===== src/rtl/sccs_pkg.sv =====
`timescale 1ns / 1ps

package sccs_pkg;

    localparam int NUM_REGS   = 8;
    localparam int REG_IDX_W  = 3;
    localparam int WORD_W     = 16;
    localparam int CFG_W      = 11;
    localparam int OPC_W      = 5;
    localparam int MEM_ADDR_OUT_W = 5;

    localparam logic [REG_IDX_W-1:0] PC_REG_IDX = REG_IDX_W'(NUM_REGS - 1);

    localparam logic [1:0] OP_EXEC     = 2'd0;
    localparam logic [1:0] OP_LOAD_REG = 2'd1;
    localparam logic [1:0] OP_LOAD_MEM = 2'd2;
    localparam logic [1:0] OP_IDLE     = 2'd3;

    localparam logic [OPC_W-1:0] OPC_ADDI   = 5'h00;
    localparam logic [OPC_W-1:0] OPC_SUBI   = 5'h01;
    localparam logic [OPC_W-1:0] OPC_ADD    = 5'h02;
    localparam logic [OPC_W-1:0] OPC_SUB    = 5'h03;
    localparam logic [OPC_W-1:0] OPC_LH     = 5'h04;
    localparam logic [OPC_W-1:0] OPC_SH     = 5'h05;
    localparam logic [OPC_W-1:0] OPC_SLL    = 5'h06;
    localparam logic [OPC_W-1:0] OPC_SLR    = 5'h07;
    localparam logic [OPC_W-1:0] OPC_OR     = 5'h08;
    localparam logic [OPC_W-1:0] OPC_XOR    = 5'h09;
    localparam logic [OPC_W-1:0] OPC_SLLI   = 5'h0A;
    localparam logic [OPC_W-1:0] OPC_RSVD   = 5'h0B;
    localparam logic [OPC_W-1:0] OPC_SLT    = 5'h0C;
    localparam logic [OPC_W-1:0] OPC_B      = 5'h0D;
    localparam logic [OPC_W-1:0] OPC_BEQ    = 5'h0E;
    localparam logic [OPC_W-1:0] OPC_BGT    = 5'h0F;
    localparam logic [OPC_W-1:0] OPC_BGTZ   = 5'h10;
    localparam logic [OPC_W-1:0] OPC_BGT256 = 5'h11;
    localparam logic [OPC_W-1:0] OPC_RES    = 5'h12;

    localparam logic [WORD_W-1:0] B_REGION_MASK = 16'hF800;
    localparam logic [WORD_W-1:0] B_OFFSET_MASK = 16'h07FF;
    localparam logic [WORD_W-1:0] BGT256_LIMIT  = 16'h0100;

    typedef struct packed {
        logic                 reg_we;
        logic [REG_IDX_W-1:0] reg_idx;
        logic [WORD_W-1:0]    reg_val;
        logic                 mem_we;
        logic [WORD_W-1:0]    mem_val;
        logic [WORD_W-1:0]    pc_val;
    } sccs_wr_t;

    typedef struct packed {
        logic [WORD_W-1:0]         next_pc;
        logic                      reg_written;
        logic [REG_IDX_W-1:0]      reg_index;
        logic [WORD_W-1:0]         reg_value;
        logic                      mem_written;
        logic [MEM_ADDR_OUT_W-1:0] mem_address;
        logic [WORD_W-1:0]         mem_value;
        logic                      branch_taken;
        logic                      bad_opcode;
        logic                      halted;
    } sccs_res_t;

endpackage


===== src/rtl/sccs_wrap.sv =====
`timescale 1ns / 1ps

module sccs_wrap
    import sccs_pkg::*;
#(
    parameter int DMEM_WORDS = 32
)
(
    input  logic [WORD_W-1:0]             x,
    output logic [$clog2(DMEM_WORDS)-1:0] r
);

    localparam int AW = $clog2(DMEM_WORDS);

    generate
        if ((DMEM_WORDS & (DMEM_WORDS - 1)) == 0) begin : g_pow2
            assign r = x[AW-1:0];
        end else begin : g_recip
            // The reciprocal underestimates the quotient by at most one, so one
            // correction step brings the remainder into range.
            localparam int    SH    = WORD_W + AW;
            localparam int    RW    = SH - AW + 1;
            localparam int    QW    = WORD_W + RW - SH;
            localparam longint RECIP = (64'd1 << SH) / DMEM_WORDS;

            logic [WORD_W+RW-1:0] prod;
            logic [QW-1:0]        quot;
            logic [31:0]          qd;
            logic [WORD_W:0]      rem;
            logic [WORD_W:0]      rem_fix;

            always_comb
            begin
                prod    = (WORD_W + RW)'(x) * (WORD_W + RW)'(RECIP);
                quot    = prod[WORD_W+RW-1:SH];
                qd      = 32'(quot) * 32'(DMEM_WORDS);
                rem     = {1'b0, x} - {1'b0, qd[WORD_W-1:0]};
                rem_fix = (rem >= (WORD_W + 1)'(DMEM_WORDS))
                        ? rem - (WORD_W + 1)'(DMEM_WORDS) : rem;
                r       = rem_fix[AW-1:0];
            end
        end
    endgenerate

endmodule


===== src/rtl/sccs_exec.sv =====
`timescale 1ns / 1ps

module sccs_exec
    import sccs_pkg::*;
#(
    parameter int DMEM_WORDS = 32
)
(
    input  logic [1:0]                    operation,
    input  logic [WORD_W-1:0]             instruction,
    input  logic [4:0]                    load_index,
    input  logic [WORD_W-1:0]             load_value,
    input  logic [CFG_W-1:0]              program_length,
    input  logic [WORD_W-1:0]             pc,
    input  logic [WORD_W-1:0]             rs_val,
    input  logic [WORD_W-1:0]             rt_val,
    input  logic [WORD_W-1:0]             mem_rdata,
    output logic [REG_IDX_W-1:0]          rs_idx,
    output logic [REG_IDX_W-1:0]          rt_idx,
    output logic [$clog2(DMEM_WORDS)-1:0] mem_raddr,
    output logic [$clog2(DMEM_WORDS)-1:0] mem_waddr,
    output sccs_wr_t                      wr,
    output sccs_res_t                     res
);

    localparam int AW = $clog2(DMEM_WORDS);

    logic [OPC_W-1:0]     opc;
    logic [REG_IDX_W-1:0] rd_idx;
    logic [WORD_W-1:0]    imm;
    logic [WORD_W-1:0]    pc2;
    logic [WORD_W-1:0]    end_pc;
    logic [WORD_W-1:0]    ea;
    logic [AW-1:0]        load_addr;
    logic                 halted_now;

    logic                 rw;
    logic [REG_IDX_W-1:0] ridx;
    logic [WORD_W-1:0]    rval;
    logic                 mw;
    logic [AW-1:0]        maddr;
    logic [WORD_W-1:0]    mval;
    logic                 taken;
    logic                 bad;
    logic [WORD_W-1:0]    npc;

    assign opc        = instruction[15:11];
    assign rs_idx     = instruction[10:8];
    assign rt_idx     = instruction[7:5];
    assign rd_idx     = instruction[4:2];
    assign imm        = {{(WORD_W-5){instruction[4]}}, instruction[4:0]};
    assign pc2        = pc + 16'd2;
    assign end_pc     = {4'd0, program_length, 1'b0};
    assign halted_now = (pc >= end_pc);
    assign ea         = rs_val + imm;

    sccs_wrap #(.DMEM_WORDS(DMEM_WORDS)) u_ea_wrap
    (
        .x (ea),
        .r (mem_raddr)
    );

    sccs_wrap #(.DMEM_WORDS(DMEM_WORDS)) u_load_wrap
    (
        .x ({11'd0, load_index}),
        .r (load_addr)
    );

    always_comb
    begin
        rw    = 1'b0;
        ridx  = '0;
        rval  = '0;
        mw    = 1'b0;
        maddr = '0;
        mval  = '0;
        taken = 1'b0;
        bad   = 1'b0;
        npc   = pc;
        unique case (operation)
            OP_LOAD_REG:
            begin
                if (load_index < 5'(PC_REG_IDX))
                begin
                    rw   = 1'b1;
                    ridx = load_index[REG_IDX_W-1:0];
                    rval = load_value;
                end
                else if (load_index == 5'(PC_REG_IDX))
                begin
                    npc  = load_value;
                    rw   = 1'b1;
                    ridx = PC_REG_IDX;
                    rval = load_value;
                end
            end
            OP_LOAD_MEM:
            begin
                mw    = 1'b1;
                maddr = load_addr;
                mval  = load_value;
            end
            OP_EXEC:
            begin
                if (!halted_now)
                begin
                    npc = pc2;
                    unique case (opc)
                        OPC_ADDI:
                        begin
                            rw = 1'b1; ridx = rt_idx; rval = rs_val + imm;
                        end
                        OPC_SUBI:
                        begin
                            rw = 1'b1; ridx = rt_idx; rval = rs_val - imm;
                        end
                        OPC_ADD:
                        begin
                            rw = 1'b1; ridx = rd_idx; rval = rs_val + rt_val;
                        end
                        OPC_SUB:
                        begin
                            rw = 1'b1; ridx = rd_idx; rval = rs_val - rt_val;
                        end
                        OPC_LH:
                        begin
                            rw = 1'b1; ridx = rt_idx; rval = mem_rdata;
                        end
                        OPC_SH:
                        begin
                            mw = 1'b1; maddr = mem_raddr; mval = rt_val;
                        end
                        OPC_SLL:
                        begin
                            rw   = 1'b1;
                            ridx = rd_idx;
                            rval = (|rt_val[15:4]) ? '0 : (rs_val << rt_val[3:0]);
                        end
                        OPC_SLR:
                        begin
                            rw   = 1'b1;
                            ridx = rd_idx;
                            rval = (|rt_val[15:4]) ? '0 : (rs_val >> rt_val[3:0]);
                        end
                        OPC_OR:
                        begin
                            rw = 1'b1; ridx = rd_idx; rval = rs_val | rt_val;
                        end
                        OPC_XOR:
                        begin
                            rw = 1'b1; ridx = rd_idx; rval = rs_val ^ rt_val;
                        end
                        OPC_SLLI:
                        begin
                            rw   = 1'b1;
                            ridx = rt_idx;
                            rval = (|imm[15:4]) ? '0 : (rs_val << imm[3:0]);
                        end
                        OPC_RSVD:
                        begin
                            bad = 1'b0;
                        end
                        OPC_SLT:
                        begin
                            rw   = 1'b1;
                            ridx = rt_idx;
                            rval = {15'd0, ($signed(rs_val) > $signed(rt_val))};
                        end
                        OPC_B:
                        begin
                            taken = 1'b1;
                            npc   = (pc2 & B_REGION_MASK)
                                  | ({instruction[14:0], 1'b0} & B_OFFSET_MASK);
                        end
                        OPC_BEQ:    taken = (rs_val == rt_val);
                        OPC_BGT:    taken = ($signed(rs_val) > $signed(rt_val));
                        OPC_BGTZ:   taken = ($signed(rs_val) > $signed(16'd0));
                        OPC_BGT256: taken = ($signed(rs_val) > $signed(BGT256_LIMIT));
                        OPC_RES:
                        begin
                            rw = 1'b1; ridx = rt_idx; rval = '0;
                        end
                        default:    bad = 1'b1;
                    endcase
                    if (taken && (opc != OPC_B))
                    begin
                        npc = pc2 + {imm[14:0], 1'b0};
                    end
                    // The program counter register takes the next PC instead.
                    if (rw && (ridx == PC_REG_IDX))
                    begin
                        rw   = 1'b0;
                        ridx = '0;
                        rval = '0;
                    end
                end
            end
            OP_IDLE:
            begin
                npc = pc;
            end
            default:
            begin
                npc = pc;
            end
        endcase
    end

    assign mem_waddr = maddr;

    always_comb
    begin
        wr.reg_we  = rw;
        wr.reg_idx = ridx;
        wr.reg_val = rval;
        wr.mem_we  = mw;
        wr.mem_val = mval;
        wr.pc_val  = npc;

        res.next_pc      = npc;
        res.reg_written  = rw;
        res.reg_index    = ridx;
        res.reg_value    = rval;
        res.mem_written  = mw;
        res.mem_address  = MEM_ADDR_OUT_W'(maddr);
        res.mem_value    = mval;
        res.branch_taken = taken;
        res.bad_opcode   = bad;
        res.halted       = (npc >= end_pc);
    end

endmodule


===== src/rtl/sccs_state.sv =====
`timescale 1ns / 1ps

module sccs_state
    import sccs_pkg::*;
#(
    parameter int DMEM_WORDS = 32
)
(
    input  logic                          clk,
    input  logic                          rst_n,
    input  logic                          commit,
    input  sccs_wr_t                      wr,
    input  logic [$clog2(DMEM_WORDS)-1:0] mem_waddr,
    input  logic [REG_IDX_W-1:0]          rs_idx,
    input  logic [REG_IDX_W-1:0]          rt_idx,
    input  logic [$clog2(DMEM_WORDS)-1:0] mem_raddr,
    output logic [WORD_W-1:0]             pc,
    output logic [WORD_W-1:0]             rs_val,
    output logic [WORD_W-1:0]             rt_val,
    output logic [WORD_W-1:0]             mem_rdata
);

    logic [WORD_W-1:0]     reg_file_reg [NUM_REGS-1];
    logic [WORD_W-1:0]     pc_reg;
    logic [WORD_W-1:0]     dmem_reg     [DMEM_WORDS];
    logic [DMEM_WORDS-1:0] dmem_valid_reg;

    always_ff @(posedge clk or negedge rst_n)
    begin
        if (!rst_n)
        begin
            pc_reg <= '0;
            for (int i = 0; i < NUM_REGS - 1; i++)
            begin
                reg_file_reg[i] <= '0;
            end
        end
        else if (commit)
        begin
            pc_reg <= wr.pc_val;
            if (wr.reg_we && (wr.reg_idx != PC_REG_IDX))
            begin
                reg_file_reg[wr.reg_idx] <= wr.reg_val;
            end
        end
    end

    // Entries not yet written since reset read as zero.
    always_ff @(posedge clk or negedge rst_n)
    begin
        if (!rst_n)
        begin
            dmem_valid_reg <= '0;
        end
        else if (commit && wr.mem_we)
        begin
            dmem_valid_reg[mem_waddr] <= 1'b1;
        end
    end

    always_ff @(posedge clk)
    begin
        if (commit && wr.mem_we)
        begin
            dmem_reg[mem_waddr] <= wr.mem_val;
        end
    end

    assign pc        = pc_reg;
    assign rs_val    = (rs_idx == PC_REG_IDX) ? pc_reg : reg_file_reg[rs_idx];
    assign rt_val    = (rt_idx == PC_REG_IDX) ? pc_reg : reg_file_reg[rt_idx];
    assign mem_rdata = dmem_valid_reg[mem_raddr] ? dmem_reg[mem_raddr] : '0;

endmodule


===== src/rtl/single_cycle_16bit_cpu_step.sv =====
`timescale 1ns / 1ps
// Channel   Direction  Handshake          Payload
// s_axis    in         s_tvalid/s_tready  s_tdata, s_tuser (one instruction or preload)
// m_axis    out        m_tvalid/m_tready  m_tdata (step result)
// cfg       in         cfg_wen            cfg_wdata (program length)
//
// One transaction is accepted per cycle into the input register while s_tready is high; once
// that register is full, a stalled output holds s_tready low. It moves into the result register
// when that register is empty or being drained, and its result is presented from there.
// The register file, PC and data memory update when an item leaves the input register.
// Reset clears the registers, the PC, the program length and the memory valid bits.
// A stalled output holds the result; the input register can still take one transaction while
// the result register waits, and both move on as soon as m_tready returns.

module single_cycle_16bit_cpu_step
    import sccs_pkg::*;
#(
    parameter int DMEM_WORDS = 32
)
(
    input  logic        clk,
    input  logic        rst_n,
    input  logic        s_tvalid,
    output logic        s_tready,
    // instruction[15:0], load_index[20:16], load_value[36:21], zero[39:37]
    input  logic [39:0] s_tdata,
    // operation[1:0]
    input  logic [1:0]  s_tuser,
    output logic        m_tvalid,
    input  logic        m_tready,
    // next_pc[15:0], reg_written[16], reg_index[19:17], reg_value[35:20],
    // mem_written[36], mem_address[41:37], mem_value[57:42], branch_taken[58],
    // bad_opcode[59], halted[60], zero[63:61]
    output logic [63:0] m_tdata,
    input  logic        cfg_wen,
    input  logic [10:0] cfg_wdata
);

    localparam int AW = $clog2(DMEM_WORDS);

    logic                 in_valid_reg;
    logic [1:0]           op_reg;
    logic [WORD_W-1:0]    instr_reg;
    logic [4:0]           lidx_reg;
    logic [WORD_W-1:0]    lval_reg;
    logic [CFG_W-1:0]     prog_len_reg;
    logic                 out_valid_reg;
    logic [63:0]          out_data_reg;
    logic [63:0]          out_data_next;

    logic                 advance;
    logic                 s_accept;
    logic [WORD_W-1:0]    pc;
    logic [WORD_W-1:0]    rs_val;
    logic [WORD_W-1:0]    rt_val;
    logic [WORD_W-1:0]    mem_rdata;
    logic [REG_IDX_W-1:0] rs_idx;
    logic [REG_IDX_W-1:0] rt_idx;
    logic [AW-1:0]        mem_raddr;
    logic [AW-1:0]        mem_waddr;
    sccs_wr_t             wr;
    sccs_res_t            res;

    assign advance  = in_valid_reg && (!out_valid_reg || m_tready);
    assign s_tready = !in_valid_reg || advance;
    assign s_accept = s_tvalid && s_tready;

    always_ff @(posedge clk or negedge rst_n)
    begin
        if (!rst_n)
        begin
            prog_len_reg <= '0;
        end
        else if (cfg_wen)
        begin
            prog_len_reg <= cfg_wdata;
        end
    end

    always_ff @(posedge clk or negedge rst_n)
    begin
        if (!rst_n)
        begin
            in_valid_reg <= 1'b0;
        end
        else if (s_accept)
        begin
            in_valid_reg <= 1'b1;
        end
        else if (advance)
        begin
            in_valid_reg <= 1'b0;
        end
    end

    always_ff @(posedge clk)
    begin
        if (s_accept)
        begin
            op_reg    <= s_tuser;
            instr_reg <= s_tdata[15:0];
            lidx_reg  <= s_tdata[20:16];
            lval_reg  <= s_tdata[36:21];
        end
    end

    sccs_state #(.DMEM_WORDS(DMEM_WORDS)) u_state
    (
        .clk       (clk),
        .rst_n     (rst_n),
        .commit    (advance),
        .wr        (wr),
        .mem_waddr (mem_waddr),
        .rs_idx    (rs_idx),
        .rt_idx    (rt_idx),
        .mem_raddr (mem_raddr),
        .pc        (pc),
        .rs_val    (rs_val),
        .rt_val    (rt_val),
        .mem_rdata (mem_rdata)
    );

    sccs_exec #(.DMEM_WORDS(DMEM_WORDS)) u_exec
    (
        .operation      (op_reg),
        .instruction    (instr_reg),
        .load_index     (lidx_reg),
        .load_value     (lval_reg),
        .program_length (prog_len_reg),
        .pc             (pc),
        .rs_val         (rs_val),
        .rt_val         (rt_val),
        .mem_rdata      (mem_rdata),
        .rs_idx         (rs_idx),
        .rt_idx         (rt_idx),
        .mem_raddr      (mem_raddr),
        .mem_waddr      (mem_waddr),
        .wr             (wr),
        .res            (res)
    );

    assign out_data_next = {3'd0, res.halted, res.bad_opcode, res.branch_taken,
                            res.mem_value, res.mem_address, res.mem_written,
                            res.reg_value, res.reg_index, res.reg_written,
                            res.next_pc};

    always_ff @(posedge clk or negedge rst_n)
    begin
        if (!rst_n)
        begin
            out_valid_reg <= 1'b0;
        end
        else if (advance)
        begin
            out_valid_reg <= 1'b1;
        end
        else if (m_tready)
        begin
            out_valid_reg <= 1'b0;
        end
    end

    always_ff @(posedge clk)
    begin
        if (advance)
        begin
            out_data_reg <= out_data_next;
        end
    end

    assign m_tvalid = out_valid_reg;
    assign m_tdata  = out_data_reg;

endmodule


===== config.mk =====
export PLATFORM = sky130hd
export DESIGN_NAME = single_cycle_16bit_cpu_step
export DESIGN_NICKNAME = d
export VERILOG_FILES = /design/src/rtl/sccs_pkg.sv /design/src/rtl/sccs_wrap.sv /design/src/rtl/sccs_exec.sv /design/src/rtl/sccs_state.sv /design/src/rtl/single_cycle_16bit_cpu_step.sv
export SDC_FILE = /design/constraint.sdc
export NUM_CORES = 1
export LEC_CHECK = 0
export ABC_AREA = 0
export BUFFER_PORTS_ARGS = -buffer_cell sky130_fd_sc_hd__buf_4
export CAP_MARGIN = 0
export CORE_ASPECT_RATIO = 1.4
export CORE_UTILIZATION = 46
export DETAILED_ROUTE_END_ITERATION = 8
export PLACE_DENSITY_LB_ADDON = 0.08
export SLEW_MARGIN = 10
export SYNTH_ARGS = -nofsm -noshare
export SYNTH_HDL_FRONTEND = slang
export SYNTH_SLANG_ARGS = --single-unit

===== constraint.sdc =====
create_clock -name clk -period 7 [get_ports clk]
set_clock_uncertainty 0.2 [all_clocks]
set_input_delay 0.35 -clock clk [delete_from_list [all_inputs] [get_ports clk]]
set_output_delay 0.35 -clock clk [all_outputs]
set_load 0.02 [all_outputs]

Yosys cells after proc, flatten, opt, wreduce, memory -nomap -nowiden

Memories as Yosys holds them, arrays and structs flattened.
Cells that the tools add are included.

Input port bits: 58
Word-level logic and storage cells: 165
Bits in registers: 273
Output and inout port bits: 66
Memories kept: 1
Bits in writable memories: 512

Memories:

| name             | depth | width | rd ports | clocked after memory_dff | write ports | RTL line         | text |
|---|---|---|---|---|---|---|---|
| u_state.dmem_reg | 32    | 16    | 1        | 0                        | 1           | sccs_state.sv:25 | `logic [WORD_W-1:0] dmem_reg [DMEM_WORDS];` |

Reductions and logical operators: 23
Mux-type cells: 66
Bitwise operators: 8
Shifts and indexed selects: 3
Magnitude comparators: 13
Equal/unequal tests: 27
$add $sub $neg: 6

Operator list:

| kind                                                            | count |
|---|---|
| 2-to-1 mux 16 bit                                               | 22 |
| one-hot mux 16 bit (11 select lines)                            | 1 |
| bitwise mux 112 bit                                             | 1 |
| binary-select mux 16 bit (select 3 bit)                         | 2 |
| one-hot mux 16 bit (2 select lines)                             | 3 |
| adder 16 bit                                                    | 3 |
| demux 16 bit (select 3 bit)                                     | 1 |
| equality test 5 x 4 -> 1 bit, second input constant             | 8 |
| >= comparator 16 x 12 -> 1 bit                                  | 2 |
| bitwise OR 32 bit                                               | 1 |
| left shift 16 x 4 -> 16 bit                                     | 2 |
| subtractor 16 bit                                               | 2 |
| equality test 5 x 3 -> 1 bit, second input constant             | 5 |
| OR reduction 12 bit                                             | 2 |
| 2-to-1 mux 1 bit                                                | 20 |
| OR reduction 19 bit                                             | 1 |
| 2-to-1 mux 3 bit                                                | 6 |
| adder 16 x 2 -> 16 bit, second input constant                   | 1 |
| equality test 16 bit                                            | 1 |
| greater-than comparator 16 x 1 -> 1 bit, second input constant  | 1 |
| greater-than comparator 16 x 10 -> 1 bit, second input constant | 1 |
| greater-than comparator 16 bit                                  | 1 |
| bitwise OR 16 x 11 -> 16 bit                                    | 1 |
| bitwise OR 16 bit                                               | 1 |
| 33 further kinds                                                | 57 |

Longest topological paths before layout

Gate-level depths: netlist of the first run.

Word-level depth: 16
Mapped depth: 30
Mapped depth without buffers: 25

Cells and area by module

Synthesis of the first run repeated with hierarchy kept, for this count alone.

Cell total of the unflattened synthesis: 2882
Area, all modules: 40328.7 um2

Modules (own cells, without submodules):

| module                      | cells each | seq. area each (um2) | instances | area an instance (um2) |
|---|---|---|---|---|
| sccs_state                  | 1500       | 19378.6              | 1         | 27938.0 |
| sccs_exec                   | 1237       | 0.0                  | 1         | 8749.6 |
| single_cycle_16bit_cpu_step | 135        | 3328.2               | 1         | 3565.9 |
| sccs_wrap                   | 5          | 0.0                  | 2         | 37.5 |

Least setup slack after synthesis of the first run

OpenSTA, ideal clock, no wires.

Path kind: reg2reg
Start point: register instr_reg[5]
End point: register out_data_reg[60], in the netlist m_tdata[60], data pin
Data required time: 6.523 ns
Arrival: 5.745 ns
Library setup time: 0.277 ns
Setup slack: 0.777 ns
Period minus slack after synthesis: 6.223 ns
Buffers on the path: 2
Stages on the path, launching flop included: 28
Path through: edfxtp_1 > or2_2 > o221ai_1 > a21oi_2 > inv_2 > buf_4 > buf_4 > ha_1 > inv_1 > fa_1 > nand2b_1 > a2111o_1 > nand2_1 > a21boi_0 > o21ai_0 > a32oi_1 > nand2_1 > o311ai_1 > o21ai_0 > ha_1 > nor2b_1 > o21a_1 > o21a_1 > o21ai_0 > a21oi_1 > o311a_1 > nor4_1 > nand4b_1

RTL lines:

| item                   | RTL line                           | text |
|---|---|---|
| from (decl)            | single_cycle_16bit_cpu_step.sv:43  | `logic [WORD_W-1:0] instr_reg;` |
| from (signal assigned) | single_cycle_16bit_cpu_step.sv:101 | `instr_reg <= s_tdata[15:0];` |
| to (signal assigned)   | single_cycle_16bit_cpu_step.sv:167 | `out_data_reg <= out_data_next;` |
| to (decl)              | single_cycle_16bit_cpu_step.sv:48  | `logic [63:0] out_data_reg;` |

==> out/results.ini, run 1 <==
[status]
outcome=finished clean

[timing]
min_period_over_period=0.957
tightest_slew_ps=1180
max_freq_mhz=149
tns_ps=0
fin_ws_ps=301
finalMaxSlewViolations=0
rsz0062_at_grt=no
min_period_ps=6700
hold_viol=0
worst_slew_margin_rel=0.213
setup_viol_count_final=0

[setup_path]
cp_slowest_stage_delay_ps=820
critPathCaptureType=flop
start_kind=flop
required_ps=7180
critical_path_class=reg2reg
critPathMaxFanout=23
cp_cell_sequence=buf_4 -> mux4_2 -> mux2i_1 -> buf_4 -> inv_2 -> buf_4 -> fa_4 -> buf_12 -> buf_4 -> buf_12 -> mux4_2 -> mux4_2 -> mux2i_1 -> o32ai_1 -> a2111oi_1 -> buf_4 -> and3b_1 -> buf_12 -> nor2_1
critPathArrivalTime_ps=6880
cp_slowest_cell=fa_4
crit_top_cell=buf_4

[synth]
synth.avg_cell_area_sq_um=13.6
ys_ff_latch=785
ys.flop_type=edfxtp_1
synth_edf_count=612
ys_types=117
ys_seq_area_frac=0.554
netlist_area_sq_um=41000
synthTopCellsByArea=edfxtp_1, mux4_2, dfrtp_1, mux2i_1, ha_1
synth_top_area_share=0.448
ys_warn_count=0
syn_inst=3017
async_reset_ff_frac=0.220
synth_top_area_cell=edfxtp_1

[route]
via_per_inst=6.32
routed_wl_microns=149000
route.antenna.remaining_nets=0
dr_total_vias=28900
dr.pass1.iters=6
drc_errors=0
drtIter0Drc=2739
wl_per_cell_microns=32.5

[floorplanning]
io_pins=124
rows=129
die_x_microns=254
core_area_sq_um=88300
die_h_microns=355
die_area_sq_um=90400
start_util=0.465

[pwr]
sw_frac_of_total=0.330
ir_worst_vdd_mv=0.240
comb_power_share=0.291
internal_power_uw=9090
p_switching_uw=4480
sequentialPowerShare=0.400
leakage_uw=0.0177
p_per_area_nw_per_um2=283
pwr-share-clk=0.309

[layout]
synthToLayoutAreaGrowth_pct=16.8
largest_reg_flops=512
final_area_sq_um=47900
layout-drive-gt1-share=0.267
diodes=0
utilization=0.543
nets=3508

[grt]
grt.overflow.total=0
grt.total_usage=0.331
grt_pass1_wl_microns=210000
grt_pass1_vias=29400
antenna_found_initial=0
grt_max_degree=138

[clock_tree]
clk_latency_ps=660
ctsLongestPathBuffers=3
clock-root-buffer=clkbuf_16
cts_tree=done
h-tree-depth=3
cts_buffers=79
path_clk_slew_ps=60
cts_sinks=785

[run]
cap_violations=0

[placed_design]
post-dp-hpwl_microns=106000
portBuffers=117
dpl_cell_area_sq_um=44500
preCtsSetupSlack_ps=-12.7
routabilityCongestion=1.00

[hold_path]
hold_class=in2async

cells in the mapped netlist (16+ instances only):
| library cell | instances |
|---|---|
| nand3b_1 | 17 |
| mux2i_1 | 142 |
| inv_1 | 67 |
| a22oi_1 | 34 |
| a21o_1 | 19 |
| or2_2 | 35 |
| nand4_1 | 16 |
| nand2b_1 | 32 |
| ha_1 | 106 |
| a31oi_1 | 35 |
| o211ai_1 | 29 |
| nor3_1 | 59 |
| buf_2 | 62 |
| mux2_2 | 95 |
| nand2_1 | 179 |
| a211oi_1 | 46 |
| xnor2_1 | 38 |
| a21oi_1 | 102 |
| edfxtp_1 | 612 |
| nand3_1 | 48 |
| clkbuf_1 | 79 |
| dfrtp_1 | 173 |
| o22ai_1 | 31 |
| mux4_2 | 200 |
| and3_1 | 20 |
| o21ai_0 | 124 |
| buf_1 | 25 |
| nor2b_1 | 30 |
| nor2_1 | 202 |
| buf_4 | 18 |
worst max-delay path: cells and delay by family (launching register included):
family | cells | cell delay (ps)
buffers and inverters | 9 | 1640
flip-flops | 1 | 420
AND/OR/NAND/NOR | 2 | 270
multiplexers | 5 | 2200
AO/OA/AOI/OAI | 2 | 830
adder cells (fa/ha/maj) | 1 | 820
power by group through the flow:
stage               Combinational, uW  Sequential (uW)  Clock [uW]
detailed placement               3850             5530           0
CTS                              3910             5430        4270
global placement                 3830             5520           0
floorplan                        2300             5450           0
finish                           3950             5440        4190
global route                     4190             5440        4450
layer usage:
layer,track usage,share of wire,wire (microns)
met5,0,0,0
met4,0.215,0.073,10900
met3,0.0487,0.054,8080
met2,0.578,0.51,76400
met1,0.376,0.36,53500
cell type report:
cell class                      count  area [sq um]
Clock inverter                     47           462
Multi-Input combinational cell   1969         17300
Tap cell                         1179          1480
Sequential cell                   785         22700
Timing Repair Buffer              431          3560
Inverter                           74           283
Fill cell                        7389         40400
Clock buffer                       97          2090
through the flow:
| step | std cells | hold slack [ps] | power [uW] |
|---|---|---|---|
| floorplan | 3019 | -146 | 7760 |
| global placement | 4355 | 79.6 | 9350 |
| detailed placement | 4355 | 85.5 | 9380 |
| CTS | 4575 | 5.50 | 13600 |
| global route | 4582 | 48.2 | 14100 |
| finish | 4582 | 23.5 | 13600 |
cell families (layout without fill, tap and decap cells):
kind of cell             after synthesis  count (layout)  synth area share
multiplexers                         451             451             0.177
other                                  1               3         0.0000914
adder cells (fa/ha/maj)              111             111            0.0345
buffers and inverters                265             649            0.0292
AND/OR/NAND/NOR                      721             721            0.0863
AO/OA/AOI/OAI                        634             634             0.109
XOR/XNOR                              49              49            0.0105
flip-flops                           785             785             0.554
layout by cell type (no fill, tap or decap), types with 95 or more instances in the layout:
master	synthesis	routed
nor2_1	202	160
o21ai_0	124	124
dfrtp_1	173	173
ha_1	106	105
mux4_2	200	200
edfxtp_1	612	612
mux2i_1	142	141
a21oi_1	102	96
mux2_2	95	95
nand2_1	179	179
buf_4	18	344
timing repair:
action                     CTS  global route
pin swaps                    0             1
hold buffers                76             0
hold endpoints to repair   108             0
gates resized for setup      1             6
setup buffers                0             7
gates cloned                 0             0
setup endpoints to repair    1             9
path summary, 6_finish.rpt:
kind | from | cells past startpoint | slack [ps] | end
hold / removal | rst_n | 3 | 20 | prog_len_reg[1]
max in group asynchronous | rst_n | 3 | 5700 | u_state.dmem_valid_reg[19]
min in group clk | s_tdata[28] | 2 | 200 | lval_reg[7]
setup reg to reg | instr_reg[8] | 19 | 300 | m_tdata[35]
hold reg to reg | u_state.dmem_valid_reg[19] | 1 | 260 | u_state.dmem_valid_reg[19]
setup / recovery | instr_reg[8] | 19 | 300 | m_tdata[35]
Power figures use the tool's default switching activity.
==> inputs of run 2 (changes only) <==
--- a/config.mk
+++ b/config.mk
@@ -10,8 +10,10 @@
 export CAP_MARGIN = 0
 export CORE_ASPECT_RATIO = 1.4
 export CORE_UTILIZATION = 46
+export CTS_BUF_LIST = sky130_fd_sc_hd__clkbuf_8 sky130_fd_sc_hd__clkbuf_16
 export DETAILED_ROUTE_END_ITERATION = 8
 export PLACE_DENSITY_LB_ADDON = 0.08
+export SETUP_SLACK_MARGIN = 0.5
 export SLEW_MARGIN = 10
 export SYNTH_ARGS = -nofsm -noshare
 export SYNTH_HDL_FRONTEND = slang
==> constraint.sdc (replaced) <==
create_clock -name clk -period 6.5 [get_ports clk]
set_clock_uncertainty 0.2 [all_clocks]
set_input_delay 0.325 -clock clk [delete_from_list [all_inputs] [get_ports clk]]
set_output_delay 0.325 -clock clk [all_outputs]
set_load 0.02 [all_outputs]
==> out/results.ini, run 2 (synthesis gave the netlist of run 1 again) <==
[status]
outcome=finished clean

[layout]
layout-drive-gt1-share=0.306
nets=3611
largest_reg_flops=512
final_cell_mix=edfxtp_1, buf_4, mux4_2, nand2_1, dfrtp_1
utilization=0.560
final_common_cell=edfxtp_1
final_area_sq_um=49400
synthToLayoutAreaGrowth_pct=20.5
stdcell_count=4689
fillers=7265

[clock_tree]
cts_tree=done
h-tree-depth=3
path_clk_slew_ps=70
clock-root-buffer=clkbuf_16
cts_buffers=79
clk_latency_ps=670
cts_sinks=785
ctsLongestPathBuffers=3

[setup_path]
critPathCaptureType=flop
start_kind=flop
critPathArrivalTime_ps=6290
critical_path_class=reg2reg
startpoint=instr_reg[8]
r2r-start=instr_reg[8]
critPathMaxFanout=22
required_ps=6680

[hold_path]
hold_class=in2reg
worstHoldStart=s_tdata[28]

[timing]
min_period_ps=6110
max_freq_mhz=164
tns_ps=0
hold_viol=0
rsz0062_at_grt=yes
tightest_slew_ps=1160
finalMaxSlewViolations=0
worst_slew_margin_rel=0.225
setup_viol_count_final=0
min_period_over_period=0.940

[grt]
antenna_found_initial=2
grt_pass1_vias=29800
grt.overflow.total=0
grt.total_usage=0.335
grt_pass1_wl_microns=213000
grt_max_degree=138

[route]
via_per_inst=6.26
wl_per_cell_microns=32.1
drtIter0Drc=2620
drc_errors=0
route.antenna.remaining_nets=0
routed_wl_microns=150000
dr.pass1.iters=6
dr_total_vias=29300

[pwr]
sw_frac_of_total=0.331
p_total_uw=15100
p_switching_uw=4980
comb_power_share=0.309
sequentialPowerShare=0.388
p_per_area_nw_per_um2=305
leakage_uw=0.0184
internal_power_uw=10100
ir_worst_vdd_mv=0.321
pwr-share-clk=0.303

[floorplanning]
core_area_sq_um=88300
start_util=0.465
die_h_microns=355
die_x_microns=254
die_area_sq_um=90400
rows=129
io_pins=124

[run]
cap_violations=0

[placed_design]
routabilityCongestion=1.05
dpl_cell_area_sq_um=45100
dpl.cell_count=4421
post-dp-hpwl_microns=109000
portBuffers=117

## run 2: final timing paths
path / endpoint / slack, ps / cells after the start
max: m_tdata[60] / 390 / 23
min: lval_reg[7] / 180 / 2
max reg2reg: m_tdata[60] / 390 / 23
min reg2reg: u_state.dmem_valid_reg[9] / 270 / 1
max in group asynchronous: u_state.reg_file_reg[51] / 4650 / 4
min in group asynchronous: u_state.pc[6] / 560 / 4
## run 2: worst max-delay path: stages (launching register included)
cell      delay (ps)
edfxtp_1         380
buf_6            150
buf_4            140
buf_12           160
mux2_1           330
mux4_2           500
a21oi_4          250
ha_1             240
buf_4            170
o21bai_1          80
a21oi_1          270
o221ai_1         240
a32o_2           320
buf_4            160
or4_1            500
o211ai_1         180
o21ai_1          190
ha_1             330
a21o_1           200
a21oi_2          150
nand2b_1          70
o311a_1          300
nor4_2           190
nand4b_1         130
## run 2: layer usage
layer / part of all wire / vias up / global-route usage / wire length (microns)
li1: - / 12700 / - / -
met1: 0.37 / 15200 / 0.392 / 55600
met2: 0.51 / 1049 / 0.579 / 76200
met3: 0.046 / 339 / 0.0382 / 6870
met4: 0.077 / 0 / 0.225 / 11600
met5: 0 / - / 0 / 0
## run 2: cell type report
class | instances | area [sq um] | share of cell area
inverters | 74 | 283 | 0.00572
clock inverters | 59 | 543 | 0.0110
flip-flops and latches | 785 | 22700 | 0.459
well taps | 1179 | 1480 | 0.0298
multi-input cells | 1969 | 17700 | 0.357
diodes | 2 | 5.00 | 0.000101
clock buffers | 87 | 2100 | 0.0424
repair buffers | 534 | 4650 | 0.0942
## run 2: timing repair
item,in CTS,in global routing
endpoints found under the hold margin,97,0
buffers inserted,20,20
setup endpoints to repair,127,120
hold buffers,77,0
gates cloned,3,0
pin swaps,10,7
gates resized for setup,65,49
## run 2: metrics by stage
step | worst slack [ps] | hold WS, ps
finish | 392 | 177
global route | 240 | 172
CTS | 450 | 140
detailed placement | -102 | 73.9
global placement | -133 | 66.0
floorplan | 512 | -171
## run 2: power by group through the flow
stage               clock [uW]  combinational, uW  sequential [uW]
finish                    4560               4650             5850
global route              4830               4890             5840
CTS                       4640               4480             5840
detailed placement           0               4260             5940
global placement             0               4230             5940
floorplan                    0               2490             5870
